[src/rtl/core/blcs_pkg.sv]
// Shared types, constants and codes of the broadcast level clamp and scale unit.
package blcs_pkg;

  localparam int SampleWidth = 8;
  localparam int CountWidth  = 17;
  localparam int IndexWidth  = 2;
  localparam int DataWidth   = 17;
  localparam int ProdWidth   = 2 * SampleWidth;
  localparam int SumWidth    = 10;

  typedef logic [SampleWidth-1:0]       sample_t;
  typedef logic signed [CountWidth-1:0] count_t;
  typedef logic [DataWidth-1:0]         cfg_data_t;
  typedef logic [ProdWidth-1:0]         prod_t;
  typedef logic signed [SumWidth-1:0]   level_sum_t;

  localparam sample_t FullScale     = 8'd255;
  localparam sample_t LowLevelInit  = 8'd16;
  localparam sample_t HighLevelInit = 8'd235;
  localparam count_t  CountLocked   = -17'sd1;

  typedef enum logic [1:0] {
    MODE_CLIP   = 2'd0,
    MODE_SCALE  = 2'd1,
    MODE_DETECT = 2'd2,
    MODE_SPARE  = 2'd3
  } mode_t;

  typedef enum logic [IndexWidth-1:0] {
    REG_MODE        = 2'd0,
    REG_FRAME_COUNT = 2'd1,
    REG_LOW_LEVEL   = 2'd2,
    REG_HIGH_LEVEL  = 2'd3
  } reg_index_t;

  // Live settings handed from the control block to the sample lanes.
  typedef struct packed {
    mode_t   mode;
    sample_t low_level;
    sample_t high_level;
    sample_t span;      // |high_level - low_level|
    logic    span_neg;  // low_level lies above high_level
  } cfg_t;

  // Per-pixel selection that travels with the second stage.
  typedef struct packed {
    logic  active;
    mode_t mode;
  } lane_sel_t;

endpackage

[src/rtl/core/blcs_ifs.sv]
// Valid/ready channel interfaces for pixels in, pixels out and register writes.
interface blcs_pix_in_if;
  logic               valid;
  logic               ready;
  logic               frame_start;
  blcs_pkg::sample_t  luma_in;
  blcs_pkg::sample_t  blue_diff_in;
  blcs_pkg::sample_t  red_diff_in;

  modport source (output valid, frame_start, luma_in, blue_diff_in, red_diff_in,
                  input ready);
  modport sink (input valid, frame_start, luma_in, blue_diff_in, red_diff_in,
                output ready);
endinterface

interface blcs_pix_out_if;
  logic               valid;
  logic               ready;
  blcs_pkg::sample_t  luma_out;
  blcs_pkg::sample_t  blue_diff_out;
  blcs_pkg::sample_t  red_diff_out;
  logic               out_of_range;
  logic               filter_active;

  modport source (output valid, luma_out, blue_diff_out, red_diff_out, out_of_range,
                  filter_active, input ready);
  modport sink (input valid, luma_out, blue_diff_out, red_diff_out, out_of_range,
                filter_active, output ready);
endinterface

interface blcs_cfg_if;
  logic                        valid;
  logic                        ready;
  logic [blcs_pkg::IndexWidth-1:0] index;
  blcs_pkg::cfg_data_t         data;

  modport source (output valid, index, data, input ready);
  modport sink (input valid, index, data, output ready);
endinterface

[src/rtl/core/blcs_ctrl.sv]
// Configuration registers and the frame countdown with its lock-on behavior.
module blcs_ctrl (
  input  logic              clk,
  input  logic              rst,
  blcs_cfg_if.sink          cfg,
  input  logic              step,
  input  logic              frame_start,
  input  logic              any_bad,
  output blcs_pkg::cfg_t    settings,
  output logic              active_now
);
  import blcs_pkg::*;

  mode_t   mode;
  sample_t low_level;
  sample_t high_level;
  count_t  frames_left;
  logic    frame_active;

  count_t  frames_left_next;
  count_t  frames_dec;
  logic    count_pos;
  logic    dec_pos;
  logic    lock;

  assign cfg.ready = 1'b1;

  always_comb begin
    count_pos  = !frames_left[CountWidth-1] && (frames_left != '0);
    active_now = frame_start ? (frames_left != '0) : frame_active;
    frames_dec = (frame_start && count_pos) ? frames_left - count_t'(1) : frames_left;
    dec_pos    = !frames_dec[CountWidth-1] && (frames_dec != '0);
    // A bad sample in clip or scale mode while the countdown runs locks the filter on.
    lock = active_now && any_bad && dec_pos &&
           (mode == MODE_CLIP || mode == MODE_SCALE);
    frames_left_next = lock ? CountLocked : frames_dec;
  end

  always_comb begin
    settings.mode       = mode;
    settings.low_level  = low_level;
    settings.high_level = high_level;
    settings.span_neg   = low_level > high_level;
    settings.span       = settings.span_neg ? low_level - high_level
                                            : high_level - low_level;
  end

  always_ff @(posedge clk) begin
    if (rst) begin
      mode         <= MODE_CLIP;
      low_level    <= LowLevelInit;
      high_level   <= HighLevelInit;
      frames_left  <= CountLocked;
      frame_active <= 1'b0;
    end else begin
      if (step) begin
        frame_active <= active_now;
        frames_left  <= frames_left_next;
      end
      if (cfg.valid) begin
        unique case (reg_index_t'(cfg.index))
          REG_MODE:        mode        <= mode_t'(cfg.data[1:0]);
          REG_FRAME_COUNT: frames_left <= count_t'(cfg.data);
          REG_LOW_LEVEL:   low_level   <= cfg.data[SampleWidth-1:0];
          REG_HIGH_LEVEL:  high_level  <= cfg.data[SampleWidth-1:0];
        endcase
      end
    end
  end

endmodule

[src/rtl/core/blcs_lane.sv]
// One sample lane: range check, clamp and scale product, then divide and select.
module blcs_lane (
  input  logic                 clk,
  input  logic                 load,
  input  blcs_pkg::sample_t    sample,
  input  blcs_pkg::cfg_t       settings,
  input  blcs_pkg::lane_sel_t  sel,
  output logic                 bad_now,
  output logic                 bad,
  output blcs_pkg::sample_t    result
);
  import blcs_pkg::*;

  sample_t    upper_clip;
  sample_t    clipped_next;
  prod_t      prod_next;

  sample_t    held;
  sample_t    clipped;
  prod_t      prod;

  logic [ProdWidth-1:0] quot_sum;
  sample_t    quot;
  level_sum_t scaled_wide;
  sample_t    scaled;

  // First stage: compare, clamp (high first, then low) and form v * |span|.
  always_comb begin
    bad_now      = (sample > settings.high_level) || (sample < settings.low_level);
    upper_clip   = (sample > settings.high_level) ? settings.high_level : sample;
    clipped_next = (upper_clip < settings.low_level) ? settings.low_level : upper_clip;
    prod_next    = prod_t'(sample) * prod_t'(settings.span);
  end

  always_ff @(posedge clk) begin
    if (load) begin
      held    <= sample;
      clipped <= clipped_next;
      prod    <= prod_next;
      bad     <= bad_now;
    end
  end

  // Second stage: floor(p / 255) as (p + (p >> 8) + 1) >> 8, exact for p up to 255 * 255.
  always_comb begin
    quot_sum    = prod + prod_t'(prod[ProdWidth-1:SampleWidth]) + prod_t'(1);
    quot        = quot_sum[ProdWidth-1:SampleWidth];
    scaled_wide = settings.span_neg
                  ? level_sum_t'(settings.low_level) - level_sum_t'(quot)
                  : level_sum_t'(settings.low_level) + level_sum_t'(quot);
    if (scaled_wide[SumWidth-1]) begin
      scaled = '0;
    end else if (scaled_wide[SumWidth-2]) begin
      scaled = FullScale;
    end else begin
      scaled = scaled_wide[SampleWidth-1:0];
    end

    if (!sel.active) begin
      result = held;
    end else begin
      unique case (sel.mode)
        MODE_CLIP:   result = clipped;
        MODE_SCALE:  result = bad ? scaled : held;
        MODE_DETECT: result = held;
        MODE_SPARE:  result = held;
      endcase
    end
  end

endmodule

[src/rtl/core/broadcast_level_clamp_scale_unit.sv]
// Top level of the broadcast level clamp and scale unit.
//
// Pixels arrive on pix_in, one Y/Cb/Cr triple per transfer with a frame_start
// mark on the first pixel of a frame. Processed pixels leave on pix_out with
// an out_of_range flag and a filter_active flag. Registers are written over
// cfg (0 mode, 1 frame_count, 2 low_level, 3 high_level); cfg is always ready
// and writes are expected only while the pipeline is empty.
//
// The datapath is a three-register pipeline: an input register, a middle
// register holding the clamp result and the scale product, and the output
// register. An accepted pixel passes through all three to reach pix_out.
// While the receiver keeps up, one pixel is taken every cycle, because each
// stage hands its pixel on in the same cycle that it takes the next one.
// The frame countdown advances as a pixel leaves the input register, so pixels
// see it strictly in order.
//
// Reset restores the default levels (16..235), clip mode, a countdown of -1
// (filter always on once a frame starts) and empties the pipeline. When the
// receiver stalls, each stage holds its pixel and ready falls back toward
// pix_in, so up to three pixels wait inside the block without loss.
module broadcast_level_clamp_scale_unit (
  input  logic          clk,
  input  logic          rst,
  blcs_pix_in_if.sink   pix_in,
  blcs_pix_out_if.source pix_out,
  blcs_cfg_if.sink      cfg
);
  import blcs_pkg::*;

  // Input register.
  logic      s1_valid;
  logic      s1_frame_start;
  sample_t   s1_luma;
  sample_t   s1_blue;
  sample_t   s1_red;

  // Middle stage control.
  logic      s2_valid;
  lane_sel_t s2_sel;

  logic      s1_adv;
  logic      s2_adv;
  logic      in_take;

  cfg_t      settings;
  logic      active_now;
  logic      bad_now_y;
  logic      bad_now_cb;
  logic      bad_now_cr;
  logic      bad_y;
  logic      bad_cb;
  logic      bad_cr;
  sample_t   res_y;
  sample_t   res_cb;
  sample_t   res_cr;
  logic      flag;

  // A stage moves on when the stage after it is empty or moving too.
  assign s2_adv        = s2_valid && (!pix_out.valid || pix_out.ready);
  assign s1_adv        = s1_valid && (!s2_valid || s2_adv);
  assign pix_in.ready  = !s1_valid || s1_adv;
  assign in_take       = pix_in.valid && pix_in.ready;

  always_ff @(posedge clk) begin
    if (rst) begin
      s1_valid <= 1'b0;
    end else if (pix_in.ready) begin
      s1_valid <= pix_in.valid;
    end
  end

  always_ff @(posedge clk) begin
    if (in_take) begin
      s1_frame_start <= pix_in.frame_start;
      s1_luma        <= pix_in.luma_in;
      s1_blue        <= pix_in.blue_diff_in;
      s1_red         <= pix_in.red_diff_in;
    end
  end

  blcs_ctrl u_ctrl (
    .clk         (clk),
    .rst         (rst),
    .cfg         (cfg),
    .step        (s1_adv),
    .frame_start (s1_frame_start),
    .any_bad     (bad_now_y || bad_now_cb || bad_now_cr),
    .settings    (settings),
    .active_now  (active_now)
  );

  blcs_lane u_lane_y (
    .clk      (clk),
    .load     (s1_adv),
    .sample   (s1_luma),
    .settings (settings),
    .sel      (s2_sel),
    .bad_now  (bad_now_y),
    .bad      (bad_y),
    .result   (res_y)
  );

  blcs_lane u_lane_cb (
    .clk      (clk),
    .load     (s1_adv),
    .sample   (s1_blue),
    .settings (settings),
    .sel      (s2_sel),
    .bad_now  (bad_now_cb),
    .bad      (bad_cb),
    .result   (res_cb)
  );

  blcs_lane u_lane_cr (
    .clk      (clk),
    .load     (s1_adv),
    .sample   (s1_red),
    .settings (settings),
    .sel      (s2_sel),
    .bad_now  (bad_now_cr),
    .bad      (bad_cr),
    .result   (res_cr)
  );

  always_ff @(posedge clk) begin
    if (rst) begin
      s2_valid <= 1'b0;
    end else if (!s2_valid || s2_adv) begin
      s2_valid <= s1_adv;
    end
  end

  always_ff @(posedge clk) begin
    if (s1_adv) begin
      s2_sel.active <= active_now;
      s2_sel.mode   <= settings.mode;
    end
  end

  // The spare mode code passes pixels untouched and never flags them.
  assign flag = s2_sel.active && (s2_sel.mode != MODE_SPARE) && (bad_y || bad_cb || bad_cr);

  // Output register.
  always_ff @(posedge clk) begin
    if (rst) begin
      pix_out.valid <= 1'b0;
    end else if (!pix_out.valid || pix_out.ready) begin
      pix_out.valid <= s2_valid;
    end
  end

  always_ff @(posedge clk) begin
    if (s2_adv) begin
      pix_out.luma_out      <= res_y;
      pix_out.blue_diff_out <= res_cb;
      pix_out.red_diff_out  <= res_cr;
      pix_out.out_of_range  <= flag;
      pix_out.filter_active <= s2_sel.active;
    end
  end

endmodule

[src/flat_wrapper.sv]
// flat-port wrapper written by rule: the top's interface ports become plain ports
module broadcast_level_clamp_scale_unit_flat import blcs_pkg::*;
  (clk, rst, pix_in_valid, pix_in_frame_start, pix_in_luma_in, pix_in_blue_diff_in, pix_in_red_diff_in, pix_in_ready, pix_out_valid, pix_out_luma_out, pix_out_blue_diff_out, pix_out_red_diff_out, pix_out_out_of_range, pix_out_filter_active, pix_out_ready, cfg_valid, cfg_index, cfg_data, cfg_ready);
  blcs_pix_in_if pix_in_i ();
  blcs_pix_out_if pix_out_i ();
  blcs_cfg_if cfg_i ();
  input  logic clk;
  input  logic rst;
  input wire logic [$bits(pix_in_i.valid)-1:0] pix_in_valid;
  input wire logic [$bits(pix_in_i.frame_start)-1:0] pix_in_frame_start;
  input wire logic [$bits(pix_in_i.luma_in)-1:0] pix_in_luma_in;
  input wire logic [$bits(pix_in_i.blue_diff_in)-1:0] pix_in_blue_diff_in;
  input wire logic [$bits(pix_in_i.red_diff_in)-1:0] pix_in_red_diff_in;
  output wire logic [$bits(pix_in_i.ready)-1:0] pix_in_ready;
  output wire logic [$bits(pix_out_i.valid)-1:0] pix_out_valid;
  output wire logic [$bits(pix_out_i.luma_out)-1:0] pix_out_luma_out;
  output wire logic [$bits(pix_out_i.blue_diff_out)-1:0] pix_out_blue_diff_out;
  output wire logic [$bits(pix_out_i.red_diff_out)-1:0] pix_out_red_diff_out;
  output wire logic [$bits(pix_out_i.out_of_range)-1:0] pix_out_out_of_range;
  output wire logic [$bits(pix_out_i.filter_active)-1:0] pix_out_filter_active;
  input wire logic [$bits(pix_out_i.ready)-1:0] pix_out_ready;
  input wire logic [$bits(cfg_i.valid)-1:0] cfg_valid;
  input wire logic [$bits(cfg_i.index)-1:0] cfg_index;
  input wire logic [$bits(cfg_i.data)-1:0] cfg_data;
  output wire logic [$bits(cfg_i.ready)-1:0] cfg_ready;
  assign pix_in_i.valid = pix_in_valid;
  assign pix_in_i.frame_start = pix_in_frame_start;
  assign pix_in_i.luma_in = pix_in_luma_in;
  assign pix_in_i.blue_diff_in = pix_in_blue_diff_in;
  assign pix_in_i.red_diff_in = pix_in_red_diff_in;
  assign pix_in_ready = pix_in_i.ready;
  assign pix_out_valid = pix_out_i.valid;
  assign pix_out_luma_out = pix_out_i.luma_out;
  assign pix_out_blue_diff_out = pix_out_i.blue_diff_out;
  assign pix_out_red_diff_out = pix_out_i.red_diff_out;
  assign pix_out_out_of_range = pix_out_i.out_of_range;
  assign pix_out_filter_active = pix_out_i.filter_active;
  assign pix_out_i.ready = pix_out_ready;
  assign cfg_i.valid = cfg_valid;
  assign cfg_i.index = cfg_index;
  assign cfg_i.data = cfg_data;
  assign cfg_ready = cfg_i.ready;
  broadcast_level_clamp_scale_unit u_core (.clk(clk), .rst(rst), .pix_in(pix_in_i), .pix_out(pix_out_i), .cfg(cfg_i));
endmodule
[config.mk]
export PLATFORM = sky130hd
export DESIGN_NAME = broadcast_level_clamp_scale_unit_flat
export DESIGN_NICKNAME = d
export VERILOG_FILES = /design/src/rtl/core/blcs_pkg.sv /design/src/rtl/core/blcs_ifs.sv /design/src/rtl/core/blcs_ctrl.sv /design/src/rtl/core/blcs_lane.sv /design/src/rtl/core/broadcast_level_clamp_scale_unit.sv /design/src/flat_wrapper.sv
export SDC_FILE = /design/constraint.sdc
export NUM_CORES = 1
export LEC_CHECK = 0
export ABC_AREA = 1
export BUFFER_PORTS_ARGS = -buffer_cell sky130_fd_sc_hd__buf_2
export CORE_ASPECT_RATIO = 0.9
export CORE_MARGIN = 2
export CORE_UTILIZATION = 30
export CTS_CLUSTER_SIZE = 12
export DETAILED_ROUTE_END_ITERATION = 16
export HOLD_SLACK_MARGIN = 0.08
export SYNTH_ARGS = -nofsm -noshare
export SYNTH_HDL_FRONTEND = slang
export SYNTH_SLANG_ARGS = --single-unit
[constraint.sdc]
create_clock -name clk -period 6.2 [get_ports clk]
set_clock_uncertainty 0.1 [all_clocks]
set_input_delay 0.93 -clock clk [delete_from_list [all_inputs] [get_ports clk]]
set_output_delay 0.93 -clock clk [all_outputs]
set_load 0.01 [all_outputs]
# Word-level counts from Yosys, hierarchy flattened
# Cells that the tools add are included.
op_classes:
  addsub: 15
  multipliers: 3
  n_lt_le_gt_ge: 10
  n_eq_ne: 8
  muxes: 31
  reduce_logical: 36
ops:
  columns: ["operator", "n"]
  rows:
  - ["$mux 8", 19]
  - ["$mux 17", 5]
  - ["$pmux 8 s3", 3]
  - ["$add 16x1->16 const B", 3]
  - ["$add 16x8->16", 3]
  - ["$lt 8x8->1", 6]
  - ["$mul 8x8->16", 3]
  - ["$reduce_bool 17->1", 2]
  - ["$gt 8x8->1", 4]
  - ["$mux 10", 3]
  - ["$add 8x8->9", 3]
  - ["$sub 8x8->9", 3]
  - ["$sub 17x2->17 const B", 1]
  - ["$sub 8x8->8", 2]
  - ["$logic_and 1x1->1", 11]
  - ["$logic_or 1x1->1", 11]
  - ["$eq 2x2->1 const B", 4]
  - ["$eq 2x1->1 const B", 3]
  - ["$logic_not 2->1", 3]
  - ["$reduce_and 2->1", 3]
  - ["$logic_not 1->1", 5]
  - ["$ne 2x2->1 const B", 1]
  - ["$reduce_or 2->1", 1]
  - ["$mux 1", 1]
word_totals:
  regBits: 192
  in_bits: 49
  out_inout_bits: 29
  word_cells: 134

# Logic depth before layout (Yosys ltp)
logic_depth:
  word_depth: 12
  ltp_mapped: 34
  depth_no_buf: 32

# By module
# Synthesis repeated with hierarchy kept, for this count alone.
unflattened:
  cells_unflattened: 2608
  area_unflattened_um2: 20453.4
modules_own_cells:
  columns: ["module", "n_inst", "cells_per_inst", "area_per_inst_um2", "seq_area_each_um2"]
  rows:
  - ["blcs_lane at u_core.u_lane_cr", 1, 677, 5270.1, 991.0]
  - ["blcs_lane at u_core.u_lane_cb", 1, 690, 5206.2, 991.0]
  - ["blcs_lane at u_core.u_lane_y", 1, 669, 5200.0, 991.0]
  - ["blcs_ctrl", 1, 495, 2997.9, 720.7]
  - ["broadcast_level_clamp_scale_unit", 1, 77, 1779.2, 1681.6]

# Worst setup path before layout
# No wires, ideal clock.
synth_path:
  path_kind: "register -> register"
  from: "register u_core.u_ctrl.low_level[1]"
  to: "register u_core.u_lane_cr.prod[14], data pin"
  setup_ns: 0.258
  arrival_ns: 5.781
  required_time_ns: 5.842
  slack_ns: 0.061
  stages_incl_launch_ff: 26
  n_path_buf: 0
  synth_period_minus_slack_ns: 6.139
  cell_sequence: "dfxtp_1 -> inv_1 -> fa_1 -> inv_1 -> o21ai_0 -> mux2i_1 -> xor2_2 -> inv_2 -> nand2_1 -> fa_1 -> fa_1 -> inv_1 -> fa_1 -> inv_1 -> fa_1 -> inv_1 -> ha_1 -> a21oi_1 -> o21ai_0 -> a21oi_1 -> o21ai_0 -> nand2_1 -> inv_1 -> o21ai_0 -> nand2_1 -> xor2_1"
synth_via:
  elab_chain_cells: 3
  elab_cells_between_ends: 5
  classes_between: "2 x add/sub; 1 x mul; 1 x order compare; 1 x mux"
synth_lines:
  columns: ["item", "line_no", "source"]
  rows:
  - ["from (decl)", "blcs_ctrl.sv:15", "sample_t low_level;"]
  - ["from (signal assigned)", "blcs_ctrl.sv:51", "low_level <= LowLevelInit;"]
  - ["from (signal assigned)", "blcs_ctrl.sv:64", "REG_LOW_LEVEL: low_level <= cfg.data[SampleWidth-1:0];"]
  - ["$sub 8x8->8 (tied with other cells)", "blcs_ctrl.sv:45", ": high_level - low_level;"]
  - ["$mux 8 (*)", "blcs_ctrl.sv:44", "settings.span = settings.span_neg ? low_level - high_level"]
  - ["$mul 8x8->16 (*)", "blcs_lane.sv:32", "prod_next = prod_t'(sample) * prod_t'(settings.span);"]
  - ["net u_core.u_lane_cr.prod_next[14]", "blcs_lane.sv:16", "prod_t prod_next;"]
  - ["to (signal assigned)", "blcs_lane.sv:39", "prod <= prod_next;"]
  - ["to (decl)", "blcs_lane.sv:20", "prod_t prod;"]
# The timed path passes the listed nets; every way through them passes the cells marked *.
# A chain may end at the register's enable or synchronous reset.

# Final worst setup path
layout_path:
  from: "register u_core.u_ctrl.low_level[0]"
  to: "register u_core.u_lane_cb.prod[15], data pin"
layout_via:
  elab_chain_cells: 3
  elab_cells_between_ends: 5
  classes_between: "2 x add/sub; 1 x mul; 1 x order compare; 1 x mux"
layout_lines:
  columns: ["item", "line_no"]
  rows:
  - ["$sub 8x8->8 (tied with other cells)", "blcs_ctrl.sv:45"]
  - ["$mux 8 (*)", "blcs_ctrl.sv:44"]
  - ["$mul 8x8->16 (*)", "blcs_lane.sv:32"]
  - ["net u_core.u_lane_cb.prod_next[15]", "blcs_lane.sv:16"]
  - ["to (signal assigned)", "blcs_lane.sv:39"]
  - ["to (decl)", "blcs_lane.sv:20"]
# Marked as above.

==> flow_summary.yaml <==
outcome:
  status: "finished clean"
floorplanning:
  die-width_um: 275
  core-area_mm2: 0.0655
  initial_core_util: 0.303
  io_pins: 78
  placementRows: 89
  die_h_um: 248
  dieArea_mm2: 0.0681
layout:
  final_cell_mix: "nand2_1 (618), inv_1 (373), nor2_1 (309)"
  layout.cells.most_common: "nand2_1"
  final_nets: 3086
  n_antenna_cell: 0
  final_util: 0.344
  syn_to_final_growth_pct: 13.8
  drive_above_1_share: 0.0977
synthesis:
  syn_area_mm2: 0.0198
  synth_edf_count: 153
  synth-seq-area-share: 0.271
  synth-seq-cells: 192
  synth_flop_cell: "edfxtp_1"
  yosys_warnings: 0
  mappedNetlistNets: 2959
  synthArstFlopShare: 0
  yosysUniqueCellTypes: 49
  synthCells: 2532
  postSynthAreaPerCell_um2: 7.83
global_routing:
  grt_pass1_vias: 16000
  grt_max_degree: 73
  grt_pass1_wl_um: 88200
  grt_overflow_total: 0
  grt_usage: 0.169
  grt_antenna_before_repair: 0
power:
  leakage_uw: 0.0112
  total_power_uw: 10700
  p_per_area_mw_per_mm2: 476
  vdd.ir_drop.worst_mv: 0.317
placement:
  dp_hpwl_um: 43500
  dp_slack_ns: 0.0565
  gp_congestion: 0.883
  port_buffers: 76
sta:
  hold_viol: 0
  post-route-period-util: 0.961
  period_minus_slack_ns: 5.96
  final_max_slew_viol_count: 0
  fin_tns_setup_ns: 0
  setup_viol: 0
  tightest_slew_ns: 1.03
  worst_slack_ns: 0.239
  maxSlewHeadroom: 0.316
  whs_ns: 0.382
  max_freq_mhz: 168
critical_path:
  rrSetupSlack_ns: 0.24
  path_delay_family: "adder cells"
  path_common_cell: "fa_1"
  critical_path_class: "reg2reg"
  critPathMaxFanout: 7
  critPathLaunchType: "register"
  cp_data_arrival_time_ns: 6.11
  worst_path_max_delay_cell: "fa_1"
  worst_setup_path_end_kind: "register"
  worst-path-buf-inv: 7
  cp.required_ns: 6.35
  cp_slowest_stage_delay_ns: 0.56
clocking:
  clk_latency_ns: 0.51
  h-tree-depth: 4
  cts_hold_buffers: 0
  cts_tree: "done"
  clk_pin_slew_ns: 0.09
  cts_buffers: 17
  cts_max_path_buffers: 2
  cts_root_buf: "clkbuf_16"
  numClockSinks: 192
routing:
  avgViaCountPerCell: 4.75
  drc: 0
  drt_pre_antenna_iters: 6
  totalWireLength_um: 55400
  drtAntennaViolNets: 0
  vias: 16800
  drtIter0Drc: 1301
  wire_per_inst_um: 15.7
job:
  drv_cap: 0
hold_path:
  hold_class: "reg2reg"
## cells in the mapped netlist (11+ instances only)
cell type	number	area, um2
a21oi_1	177	886
a221oi_1	24	210
buf_2	11	55.1
clkbuf_1	30	113
clkinv_1	11	41.3
dfxtp_1	39	781
edfxtp_1	153	4590
fa_1	116	2320
ha_1	262	3280
inv_1	376	1410
nand2_1	620	2330
nand3_1	106	531
nand4_1	23	144
nor2_1	313	1170
o21ai_0	84	420
xnor2_1	22	193
xor2_1	63	552
## stage by stage
stage	instances	instance area [um2]
finish	3536	22500
global route	3536	22500
CTS	3513	22100
detailed placement	3481	21500
global placement	3481	21500
floorplan	2532	19800
## cell type report
| cell class | instances | area [um2] |
|---|---|---|
| clock buffer | 17 | 425 |
| clock inverter | 15 | 220 |
| fill | 6890 | 42900 |
| timing repair buffer | 160 | 1040 |
| tap | 864 | 1080 |
| inverter | 391 | 1490 |
| multi-input combinational | 1897 | 12900 |
| sequential | 192 | 5380 |
## path summary, 6_finish.rpt
kind              depth (start not counted)                         to                        from
setup reg to reg                         29  u_core.u_lane_cb.prod[15]  u_core.u_ctrl.low_level[0]
hold / removal                            0           u_core.s2_sel[1]       u_core.u_ctrl.mode[1]
setup / recovery                         29  u_core.u_lane_cb.prod[15]  u_core.u_ctrl.low_level[0]
hold reg to reg                           0           u_core.s2_sel[1]       u_core.u_ctrl.mode[1]
## worst reg2reg max path, delay by kind of cell (launching register included)
kind,cells,cell delay (ns)
adder cells (fa/ha/maj),7,2.97
AO/OA/AOI/OAI,7,0.86
buffers and inverters,7,0.64
AND/OR/NAND/NOR,6,0.54
flip-flops,1,0.33
XOR/XNOR,2,0.26
## flip-flops by register name (all words and copies together) (netlist names), 2 cells and up
name and flops:
u_core.pix_out.blue_diff_out 8, u_core.s1_blue 8, u_core.pix_out.red_diff_out 8, u_core.s1_luma 8, u_core.s2_sel 3, u_core.u_lane_cr.held 8, u_core.u_ctrl.frames_left 17, u_core.u_lane_cb.clipped 8
u_core.u_lane_cb.prod 16, u_core.u_ctrl.mode 2, u_core.u_lane_cr.clipped 8, u_core.u_ctrl.low_level 8, u_core.u_ctrl.high_level 8, u_core.u_lane_y.held 8, u_core.s1_red 8, u_core.u_lane_y.prod 16
u_core.u_lane_cr.prod 16, u_core.pix_out.luma_out 8, u_core.u_lane_y.clipped 8, u_core.u_lane_cb.held 8
## kinds of logic after synthesis
logic type,after synthesis,synth area share
multiplexers,2,0.00120
adder cells (fa/ha/maj),378,0.283
AO/OA/AOI/OAI,337,0.0961
flip-flops,192,0.271
XOR/XNOR,87,0.0392
other,1,0.000189
AND/OR/NAND/NOR,1092,0.222
buffers and inverters,443,0.0872
## power breakdown
| part | internal, uW | switching (uW) |
|---|---|---|
| logic | 3070 | 4390 |
| registers | 1890 | 196 |
| clock network | 559 | 630 |
| total | 5510 | 5210 |
## repair_timing
item / in CTS / in global routing
resized for setup: 1 / 60
cloned: 0 / 2
pin swaps: 0 / 23
setup buffers: 0 / 21
endpoints found under the setup margin: 1 / 12
## layer usage
layer,share of wire,GRT usage,vias to the layer above,wire (um)
met3,0.079,0.0452,72,4350
met4,0.023,0.0509,0,1260
met2,0.41,0.244,478,22500
met1,0.49,0.243,7802,27300
met5,0,0,-,0
li1,-,-,8450,-
Note: power is estimated with default switching activity, not from simulation.
